$ cat src/rtl/core/slxfr_pkg.sv
// Shared types and constants of the sync/length/XOR frame receiver.
`timescale 1ns / 1ps
`default_nettype none
package slxfr_pkg;

    localparam int BUFFER_BYTES = 64;
    localparam logic [7:0] LEN_CAP = 8'(BUFFER_BYTES - 2);
    localparam logic [7:0] MIN_LENGTH = 8'd5;
    localparam logic [5:0] HEADER_BYTES = 6'd4;

    localparam logic [7:0] SYNC_FIRST_RESET = 8'hAA;
    localparam logic [7:0] SYNC_SECOND_RESET = 8'h55;
    localparam logic [5:0] MAX_LENGTH_RESET = 6'd62;

    localparam logic [1:0] CFG_SYNC_FIRST = 2'd0;
    localparam logic [1:0] CFG_SYNC_SECOND = 2'd1;
    localparam logic [1:0] CFG_MAX_LENGTH = 2'd2;

    localparam logic [1:0] KIND_PAYLOAD = 2'd0;
    localparam logic [1:0] KIND_GOOD = 2'd1;
    localparam logic [1:0] KIND_BADSUM = 2'd2;
    localparam logic [1:0] KIND_BADLEN = 2'd3;

    typedef enum logic [1:0] {
        ST_HUNT,
        ST_SYNC2,
        ST_LENGTH,
        ST_BODY
    } t_state;

    typedef struct packed {
        logic [7:0] sync_first;
        logic [7:0] sync_second;
        logic [5:0] max_length;
    } t_cfg;

    typedef struct packed {
        logic        valid;
        logic [1:0]  kind;
        logic [7:0]  data_byte;
        logic [7:0]  command_code;
        logic [7:0]  option_code;
        logic [15:0] transaction_id;
        logic [5:0]  payload_count;
    } t_result;

endpackage
`default_nettype wire

$ cat src/rtl/core/slxfr_if.sv
// Channel interfaces of the frame receiver: received bytes, results, configuration.
`timescale 1ns / 1ps
`default_nettype none
interface slxfr_rx_if;
    logic       valid;
    logic       ready;
    logic [7:0] rx_byte;
    modport source (output valid, output rx_byte, input ready);
    modport sink (input valid, input rx_byte, output ready);
endinterface

interface slxfr_res_if;
    logic        valid;
    logic        ready;
    logic [1:0]  kind;
    logic [7:0]  data_byte;
    logic [7:0]  command_code;
    logic [7:0]  option_code;
    logic [15:0] transaction_id;
    logic [5:0]  payload_count;
    modport source (output valid, output kind, output data_byte, output command_code,
                    output option_code, output transaction_id, output payload_count,
                    input ready);
    modport sink (input valid, input kind, input data_byte, input command_code,
                  input option_code, input transaction_id, input payload_count,
                  output ready);
endinterface

interface slxfr_cfg_if;
    logic       valid;
    logic       ready;
    logic [1:0] index;
    logic [7:0] data;
    modport source (output valid, output index, output data, input ready);
    modport sink (input valid, input index, input data, output ready);
endinterface
`default_nettype wire

$ cat src/rtl/core/slxfr_cfg_regs.sv
// Configuration registers of the frame receiver.
`timescale 1ns / 1ps
`default_nettype none
module slxfr_cfg_regs (
    input  wire             i_clk,
    input  wire             i_rst_n,
    slxfr_cfg_if.sink       i_cfg,
    output slxfr_pkg::t_cfg o_cfg
);

    slxfr_pkg::t_cfg r_cfg;

    assign i_cfg.ready = 1'b1;
    assign o_cfg = r_cfg;

    always_ff @(posedge i_clk) begin
        if (!i_rst_n) begin
            r_cfg.sync_first <= slxfr_pkg::SYNC_FIRST_RESET;
            r_cfg.sync_second <= slxfr_pkg::SYNC_SECOND_RESET;
            r_cfg.max_length <= slxfr_pkg::MAX_LENGTH_RESET;
        end else if (i_cfg.valid) begin
            case (i_cfg.index)
                slxfr_pkg::CFG_SYNC_FIRST: begin
                    r_cfg.sync_first <= i_cfg.data;
                end
                slxfr_pkg::CFG_SYNC_SECOND: begin
                    r_cfg.sync_second <= i_cfg.data;
                end
                slxfr_pkg::CFG_MAX_LENGTH: begin
                    r_cfg.max_length <= i_cfg.data[5:0];
                end
                default: begin
                end
            endcase
        end
    end

endmodule
`default_nettype wire

$ cat src/rtl/core/slxfr_parser.sv
// Input register and frame parse logic of the frame receiver.
`timescale 1ns / 1ps
`default_nettype none
module slxfr_parser (
    input  wire                i_clk,
    input  wire                i_rst_n,
    slxfr_rx_if.sink           i_rx,
    input  slxfr_pkg::t_cfg    i_cfg,
    input  wire                i_adv,
    output slxfr_pkg::t_result o_res
);

    logic              r_in_valid;
    logic [7:0]        r_in_byte;
    slxfr_pkg::t_state r_state, n_state;
    logic [5:0]        r_offset, n_offset;
    logic [5:0]        r_length, n_length;
    logic [7:0]        r_xor, n_xor;
    logic [7:0]        r_cmd, n_cmd;
    logic [7:0]        r_opt, n_opt;
    logic [15:0]       r_tid, n_tid;

    logic       fire;
    logic [7:0] limit;
    logic       len_bad;
    logic       last;

    assign i_rx.ready = !r_in_valid || i_adv;
    assign fire = r_in_valid && i_adv;

    assign limit = ({2'b00, i_cfg.max_length} > slxfr_pkg::LEN_CAP) ?
                   slxfr_pkg::LEN_CAP : {2'b00, i_cfg.max_length};
    assign len_bad = (r_in_byte < slxfr_pkg::MIN_LENGTH) || (r_in_byte > limit);
    assign last = !(({1'b0, r_offset} + 7'd1) < {1'b0, r_length});

    // hold the request until the parse stage takes it
    always_ff @(posedge i_clk) begin
        if (!i_rst_n) begin
            r_in_valid <= 1'b0;
        end else if (i_rx.valid && i_rx.ready) begin
            r_in_valid <= 1'b1;
        end else if (i_adv) begin
            r_in_valid <= 1'b0;
        end
    end

    always_ff @(posedge i_clk) begin
        if (i_rx.valid && i_rx.ready) begin
            r_in_byte <= i_rx.rx_byte;
        end
    end

    always_comb begin
        n_state = r_state;
        n_offset = r_offset;
        n_length = r_length;
        n_xor = r_xor;
        n_cmd = r_cmd;
        n_opt = r_opt;
        n_tid = r_tid;
        if (fire) begin
            case (r_state)
                slxfr_pkg::ST_HUNT: begin
                    if (r_in_byte == i_cfg.sync_first) begin
                        n_state = slxfr_pkg::ST_SYNC2;
                    end
                end
                slxfr_pkg::ST_SYNC2: begin
                    n_state = (r_in_byte == i_cfg.sync_second) ?
                              slxfr_pkg::ST_LENGTH : slxfr_pkg::ST_HUNT;
                end
                slxfr_pkg::ST_LENGTH: begin
                    if (len_bad) begin
                        n_state = slxfr_pkg::ST_HUNT;
                    end else begin
                        n_state = slxfr_pkg::ST_BODY;
                        n_length = r_in_byte[5:0];
                        n_offset = 6'd0;
                        n_xor = 8'd0;
                        n_cmd = 8'd0;
                        n_opt = 8'd0;
                        n_tid = 16'd0;
                    end
                end
                slxfr_pkg::ST_BODY: begin
                    if (last) begin
                        n_state = slxfr_pkg::ST_HUNT;
                    end else begin
                        n_xor = r_xor ^ r_in_byte;
                        n_offset = r_offset + 6'd1;
                        case (r_offset)
                            6'd0: n_cmd = r_in_byte;
                            6'd1: n_opt = r_in_byte;
                            6'd2: n_tid = {r_in_byte, r_tid[7:0]};
                            6'd3: n_tid = {r_tid[15:8], r_in_byte};
                            default: begin
                            end
                        endcase
                    end
                end
                default: begin
                    n_state = slxfr_pkg::ST_HUNT;
                end
            endcase
        end
    end

    always_comb begin
        o_res = '0;
        case (r_state)
            slxfr_pkg::ST_LENGTH: begin
                o_res.valid = fire && len_bad;
                o_res.kind = slxfr_pkg::KIND_BADLEN;
            end
            slxfr_pkg::ST_BODY: begin
                o_res.command_code = r_cmd;
                o_res.option_code = r_opt;
                o_res.transaction_id = r_tid;
                if (last) begin
                    o_res.valid = fire;
                    o_res.kind = (r_xor == r_in_byte) ?
                                 slxfr_pkg::KIND_GOOD : slxfr_pkg::KIND_BADSUM;
                    o_res.payload_count = r_length - slxfr_pkg::MIN_LENGTH[5:0];
                end else begin
                    o_res.valid = fire && (r_offset >= slxfr_pkg::HEADER_BYTES);
                    o_res.kind = slxfr_pkg::KIND_PAYLOAD;
                    o_res.data_byte = r_in_byte;
                    o_res.payload_count = r_offset - slxfr_pkg::HEADER_BYTES;
                end
            end
            default: begin
            end
        endcase
    end

    always_ff @(posedge i_clk) begin
        if (!i_rst_n) begin
            r_state <= slxfr_pkg::ST_HUNT;
            r_offset <= 6'd0;
            r_length <= 6'd0;
            r_xor <= 8'd0;
            r_cmd <= 8'd0;
            r_opt <= 8'd0;
            r_tid <= 16'd0;
        end else begin
            r_state <= n_state;
            r_offset <= n_offset;
            r_length <= n_length;
            r_xor <= n_xor;
            r_cmd <= n_cmd;
            r_opt <= n_opt;
            r_tid <= n_tid;
        end
    end

endmodule
`default_nettype wire

$ cat src/rtl/core/slxfr_out_reg.sv
// Result register of the frame receiver.
`timescale 1ns / 1ps
`default_nettype none
module slxfr_out_reg (
    input  wire                i_clk,
    input  wire                i_rst_n,
    input  slxfr_pkg::t_result i_res,
    output logic               o_adv,
    slxfr_res_if.source        o_res
);

    logic               r_valid;
    slxfr_pkg::t_result r_res;

    assign o_adv = !r_valid || o_res.ready;

    always_ff @(posedge i_clk) begin
        if (!i_rst_n) begin
            r_valid <= 1'b0;
        end else if (o_adv) begin
            r_valid <= i_res.valid;
        end
    end

    // advance the payload only when a new result lands
    always_ff @(posedge i_clk) begin
        if (o_adv && i_res.valid) begin
            r_res <= i_res;
        end
    end

    assign o_res.valid = r_valid;
    assign o_res.kind = r_res.kind;
    assign o_res.data_byte = r_res.data_byte;
    assign o_res.command_code = r_res.command_code;
    assign o_res.option_code = r_res.option_code;
    assign o_res.transaction_id = r_res.transaction_id;
    assign o_res.payload_count = r_res.payload_count;

endmodule
`default_nettype wire

$ cat src/rtl/core/sync_length_xor_frame_receiver_unit.sv
// Top level of the two-sync, length-prefixed frame receiver with XOR checksum.
//
// Channels: i_rx takes one received byte per request; o_res gives zero or one
// result per byte (payload byte, frame good, checksum bad, length rejected)
// with the frame's command, option, transaction id and payload count.
// i_cfg writes sync_first (0), sync_second (1) and max_length (2); other
// indexes are dropped. Write configuration only while the block is idle.
// Throughput: one byte per cycle, sustained while o_res takes its results, set by the single parse stage.
// Path: a byte accepted into the input register goes through the parse logic
// into the result register.
// Stall: while a result waits on o_res the parser holds; i_rx still takes one
// more byte into the input register, then drops ready until the result goes.
// Reset: i_rst_n low at a clock edge returns the parser to hunting for the
// first sync byte, clears both registers' valid flags and restores the
// configuration to 0xAA, 0x55 and 62.
`timescale 1ns / 1ps
`default_nettype none
module sync_length_xor_frame_receiver_unit (
    input  wire          i_clk,
    input  wire          i_rst_n,
    slxfr_rx_if.sink     i_rx,
    slxfr_cfg_if.sink    i_cfg,
    slxfr_res_if.source  o_res
);

    slxfr_pkg::t_cfg    cfg;
    slxfr_pkg::t_result parse_res;
    logic               adv;

    slxfr_cfg_regs u_cfg_regs (
        .i_clk   (i_clk),
        .i_rst_n (i_rst_n),
        .i_cfg   (i_cfg),
        .o_cfg   (cfg)
    );

    slxfr_parser u_parser (
        .i_clk   (i_clk),
        .i_rst_n (i_rst_n),
        .i_rx    (i_rx),
        .i_cfg   (cfg),
        .i_adv   (adv),
        .o_res   (parse_res)
    );

    slxfr_out_reg u_out_reg (
        .i_clk   (i_clk),
        .i_rst_n (i_rst_n),
        .i_res   (parse_res),
        .o_adv   (adv),
        .o_res   (o_res)
    );

endmodule
`default_nettype wire
$ cat src/flat_wrapper.sv
// flat-port wrapper written by rule: the top's interface ports become plain ports
module sync_length_xor_frame_receiver_unit_flat 
  (i_clk, i_rst_n, i_rx_valid, i_rx_rx_byte, i_rx_ready, i_cfg_valid, i_cfg_index, i_cfg_data, i_cfg_ready, o_res_valid, o_res_kind, o_res_data_byte, o_res_command_code, o_res_option_code, o_res_transaction_id, o_res_payload_count, o_res_ready);
  slxfr_rx_if i_rx_i ();
  slxfr_cfg_if i_cfg_i ();
  slxfr_res_if o_res_i ();
  input  wire i_clk;
  input  wire i_rst_n;
  input wire logic [$bits(i_rx_i.valid)-1:0] i_rx_valid;
  input wire logic [$bits(i_rx_i.rx_byte)-1:0] i_rx_rx_byte;
  output wire logic [$bits(i_rx_i.ready)-1:0] i_rx_ready;
  input wire logic [$bits(i_cfg_i.valid)-1:0] i_cfg_valid;
  input wire logic [$bits(i_cfg_i.index)-1:0] i_cfg_index;
  input wire logic [$bits(i_cfg_i.data)-1:0] i_cfg_data;
  output wire logic [$bits(i_cfg_i.ready)-1:0] i_cfg_ready;
  output wire logic [$bits(o_res_i.valid)-1:0] o_res_valid;
  output wire logic [$bits(o_res_i.kind)-1:0] o_res_kind;
  output wire logic [$bits(o_res_i.data_byte)-1:0] o_res_data_byte;
  output wire logic [$bits(o_res_i.command_code)-1:0] o_res_command_code;
  output wire logic [$bits(o_res_i.option_code)-1:0] o_res_option_code;
  output wire logic [$bits(o_res_i.transaction_id)-1:0] o_res_transaction_id;
  output wire logic [$bits(o_res_i.payload_count)-1:0] o_res_payload_count;
  input wire logic [$bits(o_res_i.ready)-1:0] o_res_ready;
  assign i_rx_i.valid = i_rx_valid;
  assign i_rx_i.rx_byte = i_rx_rx_byte;
  assign i_rx_ready = i_rx_i.ready;
  assign i_cfg_i.valid = i_cfg_valid;
  assign i_cfg_i.index = i_cfg_index;
  assign i_cfg_i.data = i_cfg_data;
  assign i_cfg_ready = i_cfg_i.ready;
  assign o_res_valid = o_res_i.valid;
  assign o_res_kind = o_res_i.kind;
  assign o_res_data_byte = o_res_i.data_byte;
  assign o_res_command_code = o_res_i.command_code;
  assign o_res_option_code = o_res_i.option_code;
  assign o_res_transaction_id = o_res_i.transaction_id;
  assign o_res_payload_count = o_res_i.payload_count;
  assign o_res_i.ready = o_res_ready;
  sync_length_xor_frame_receiver_unit u_core (.i_clk(i_clk), .i_rst_n(i_rst_n), .i_rx(i_rx_i), .i_cfg(i_cfg_i), .o_res(o_res_i));
endmodule
$ cat config.mk
export PLATFORM = sky130hd
export DESIGN_NAME = sync_length_xor_frame_receiver_unit_flat
export DESIGN_NICKNAME = d
export VERILOG_FILES = /design/src/rtl/core/slxfr_pkg.sv /design/src/rtl/core/slxfr_if.sv /design/src/rtl/core/slxfr_cfg_regs.sv /design/src/rtl/core/slxfr_parser.sv /design/src/rtl/core/slxfr_out_reg.sv /design/src/rtl/core/sync_length_xor_frame_receiver_unit.sv /design/src/flat_wrapper.sv
export SDC_FILE = /design/constraint.sdc
export NUM_CORES = 1
export LEC_CHECK = 0
export BUFFER_PORTS_ARGS = -buffer_cell sky130_fd_sc_hd__buf_2
export CAP_MARGIN = 10
export CORE_MARGIN = 8
export CORE_UTILIZATION = 63
export DETAILED_ROUTE_END_ITERATION = 6
export HOLD_SLACK_MARGIN = 0.05
export PLACE_DENSITY = 0.85
export SLEW_MARGIN = 20
export SYNTH_ARGS = -nofsm -noshare
export SYNTH_HDL_FRONTEND = slang
export SYNTH_SLANG_ARGS = --single-unit
$ cat constraint.sdc
create_clock -name i_clk -period 9 [get_ports i_clk]
set_clock_uncertainty 0.2 [all_clocks]
set_input_delay 1.8 -clock i_clk [delete_from_list [all_inputs] [get_ports i_clk]]
set_output_delay 1.8 -clock i_clk [all_outputs]
set_load 0.05 [all_outputs]
==> impl_metrics.json <==
{
  "outcome": "finished, final reports clean",
  "ir_drop_v": 0.000153,
  "cts_sinks": 134,
  "r2r_start": "u_core.u_parser.r_offset[0]",
  "cpMaxStageDelayCell": "buf_2",
  "num_io_pins": 74,
  "core_um2": 9680,
  "crit_path_frequent_cell": "buf_2",
  "ant_nets": 0,
  "dp_slack_ns": 4.49,
  "synth_area_per_cell_um2": 10.7,
  "first_iter_violations": 358,
  "placed_cell_area_um2": 6610,
  "path_class": "input pin to output pin",
  "cts_max_path_buffers": 2,
  "layout_commonest_cell": "dfxtp_1",
  "synth_nets": 624,
  "worstPathRequired_ns": 7.00,
  "cp.arrival_ns": 2.41,
  "layout_common_cells": "dfxtp_1, nand2_1, buf_2",
  "netlist.area_leader.share_pct": 27.1,
  "cp-startpoint": "o_res_ready",
  "fin_area_um2": 7180,
  "tritoncts": "done",
  "synth_area_leaders": "edfxtp_1, dfxtp_1, mux2i_1, nand2_1, and3_1",
  "wl_per_cell_um": 17.5,
  "fin_ws_ns": 4.59,
  "period_needed_ns": 4.41,
  "vias": 4544,
  "critPathMaxStageDelay_ns": 0.22,
  "fin_nets": 678,
  "num_antenna_cells": 0,
  "fin_crit_sh_pct": 48.9,
  "drt_wl_total_mm": 13.7,
  "final_util_pct": 74.1,
  "start_util_pct": 64.2,
  "finalHoldViolCount": 0,
  "cts_setup_buffers": 0,
  "cp_cell_sequence": "buf_2 > nor2b_1 > nand2_1 > buf_2",
  "fmax_mhz": 227,
  "postCtsHoldBufs": 0,
  "yosys.area.top_type": "edfxtp_1",
  "grt_usage_pct": 21.5,
  "htreeDepth": 4,
  "timing.setup.tns_ns": 0,
  "power_leakage_nw": 3.26,
  "hpwl_mm": 9.08,
  "grt_antenna_before_repair": 0,
  "maxSlewHeadroom_pct": 33.5,
  "io_buffers": 72,
  "gr-total-overflow": 0,
  "cts_buffers": 17,
  "cts-resized-gates": 0,
  "grt_pass1_vias": 4491,
  "drive_above_1_share_pct": 19.3,
  "rr_worst_depth": 9,
  "first_pass_iters": 5,
  "ys_seq_elements": 134,
  "ys_warn_count": 0,
  "ys_seq_area_share_pct": 52.2,
  "netlist_area_um2": 6210,
  "die_w_um": 115,
  "place_congestion": 0.863,
  "worstMarginPinSlew_ns": 0.997,
  "grt_pass1_wl_mm": 22.0,
  "row_count": 36,
  "synthCells": 581,
  "crit_path_end_kind": "output pin",
  "cp-start-kind": "input pin",
  "rrSetupSlack_ns": 5.02,
  "rsz0062_at_grt": "false",
  "die_area_um2": 13300,
  "worstReg2RegEnd": "u_core.u_out_reg.o_res.kind[0]",
  "areaGrowthSynthToFinish_pct": 15.5,
  "clkLatencyLatePin_ns": 0.52,
  "drc_errors": 0,
  "setup_viol": 0,
  "finalMaxSlewViolations": 0,
  "viasPerCell": 5.82,
  "p_total_mw": 1.35,
  "root_buffer": "clkbuf_8",
  "power.density_nw_per_um2": 188,
  "path_max_fanout": 3,
  "die_h_um": 115,
  "grt_start_max_net_pins": 55,
  "hold_class": "register to register",
  "clkTransAtPathRegs_ns": 0.06,
  "cp-endpoint": "i_rx_ready",
  "synth.distinct_cells": 51,
  "drv_cap": 0
}
Yosys cell counts, drive strengths merged:
master and n:
nor3b 1, nand2b 3, ha 20, o2bb2ai 8
nand2 77, nand3b 4, and4 1, nand4 8
xor2 4, and3 43, or2 2, a2111oi 1
nor2b 4, a31o 2, o21ai 20, nor4 1
a21boi 1, buf 11, mux2i 51, clkbuf 31
and2 4, o31a 2, nand3 15, a211oi 5
edfxtp 56, a311oi 1, a41oi 3, nor3 8
a31oi 2, o211ai 4, dfxtp 78, o21a 1
inv 17, a21oi 14, conb 1, xnor2 30
a21o 9, nor2 29, a221oi 1, o211a 8
power breakdown:
group          internal [mW]  leakage [nW]  switching, mW
clock network          0.395         0.272          0.258
registers              0.636          1.26         0.0173
logic                 0.0204          1.72         0.0252
worst min path at each step:
stage	to	cells past startpoint	slack (ns)	from
6_report	u_core.u_parser.r_tid[11]	2	0.26	u_core.u_parser.r_tid[11]
3_3_place_gp	u_core.u_parser.r_tid[14]	2	0.24	u_core.u_parser.r_tid[14]
3_5_place_dp	u_core.u_parser.r_tid[11]	2	0.25	u_core.u_parser.r_tid[11]
2_1_floorplan	u_core.u_parser.r_tid[0]	1	0.22	u_core.u_parser.r_tid[0]
4_1_cts	u_core.u_parser.r_tid[11]	2	0.26	u_core.u_parser.r_tid[11]
5_1_grt	u_core.u_parser.r_cmd[0]	2	0.28	u_core.u_parser.r_cmd[0]
final cells by class:
class,count,area (µm²)
Multi-Input combinational cell,388,2740
Timing Repair Buffer,77,398
Fill cell,651,2510
Clock buffer,18,418
Sequential cell,134,3240
Inverter,17,63.8
Tap cell,133,166
Clock inverter,14,146
kinds of logic after synthesis:
family	synth area share, %
flip-flops	52.2
other	0.0603
buffers and inverters	3.95
multiplexers	8.21
AO/OA/AOI/OAI	10.2
XOR/XNOR	4.79
AND/OR/NAND/NOR	16.5
adder cells (fa/ha/maj)	4.03
worst max-delay path, delay by kind of cell:
| kind | cells | cell delay [ns] |
|---|---|---|
| and+or+nand+nor | 2 | 0.29 |
| buffers and inverters | 2 | 0.32 |
stage by stage:
step                      hold WS, ns  instances
final                           0.257        781
after global routing            0.281        781
after CTS                       0.258        781
after floorplan                 0.225        581
after global placement          0.242        749
after detailed placement        0.247        749
flip-flops by register name, indices dropped and copies added, names as in the netlist, 6 cells and up:
name                                   count
u_core.u_parser.r_cmd                      8
u_core.u_out_reg.o_res.transaction_id     16
u_core.u_out_reg.o_res.command_code        8
u_core.u_parser.r_length                   6
u_core.u_out_reg.o_res.option_code         8
u_core.u_parser.r_opt                      8
u_core.u_cfg_regs.o_cfg                   22
u_core.u_parser.r_offset                   6
u_core.u_out_reg.o_res.data_byte           8
u_core.u_out_reg.o_res.payload_count       6
u_core.u_parser.r_xor                      8
u_core.u_parser.r_in_byte                  8
u_core.u_parser.r_tid                     16
layer usage:
| layer | track usage, % | share of wire (%) | vias to the layer above |
|---|---|---|---|
| li1 | - | - | 2158 |
| met1 | 25.5 | 42 | 2179 |
| met2 | 35.1 | 49 | 169 |
| met3 | 5.67 | 6.2 | 38 |
| met4 | 10.8 | 2.8 | 0 |
| met5 | 0 | 0 | - |
Power figures use the tool's default switching activity.
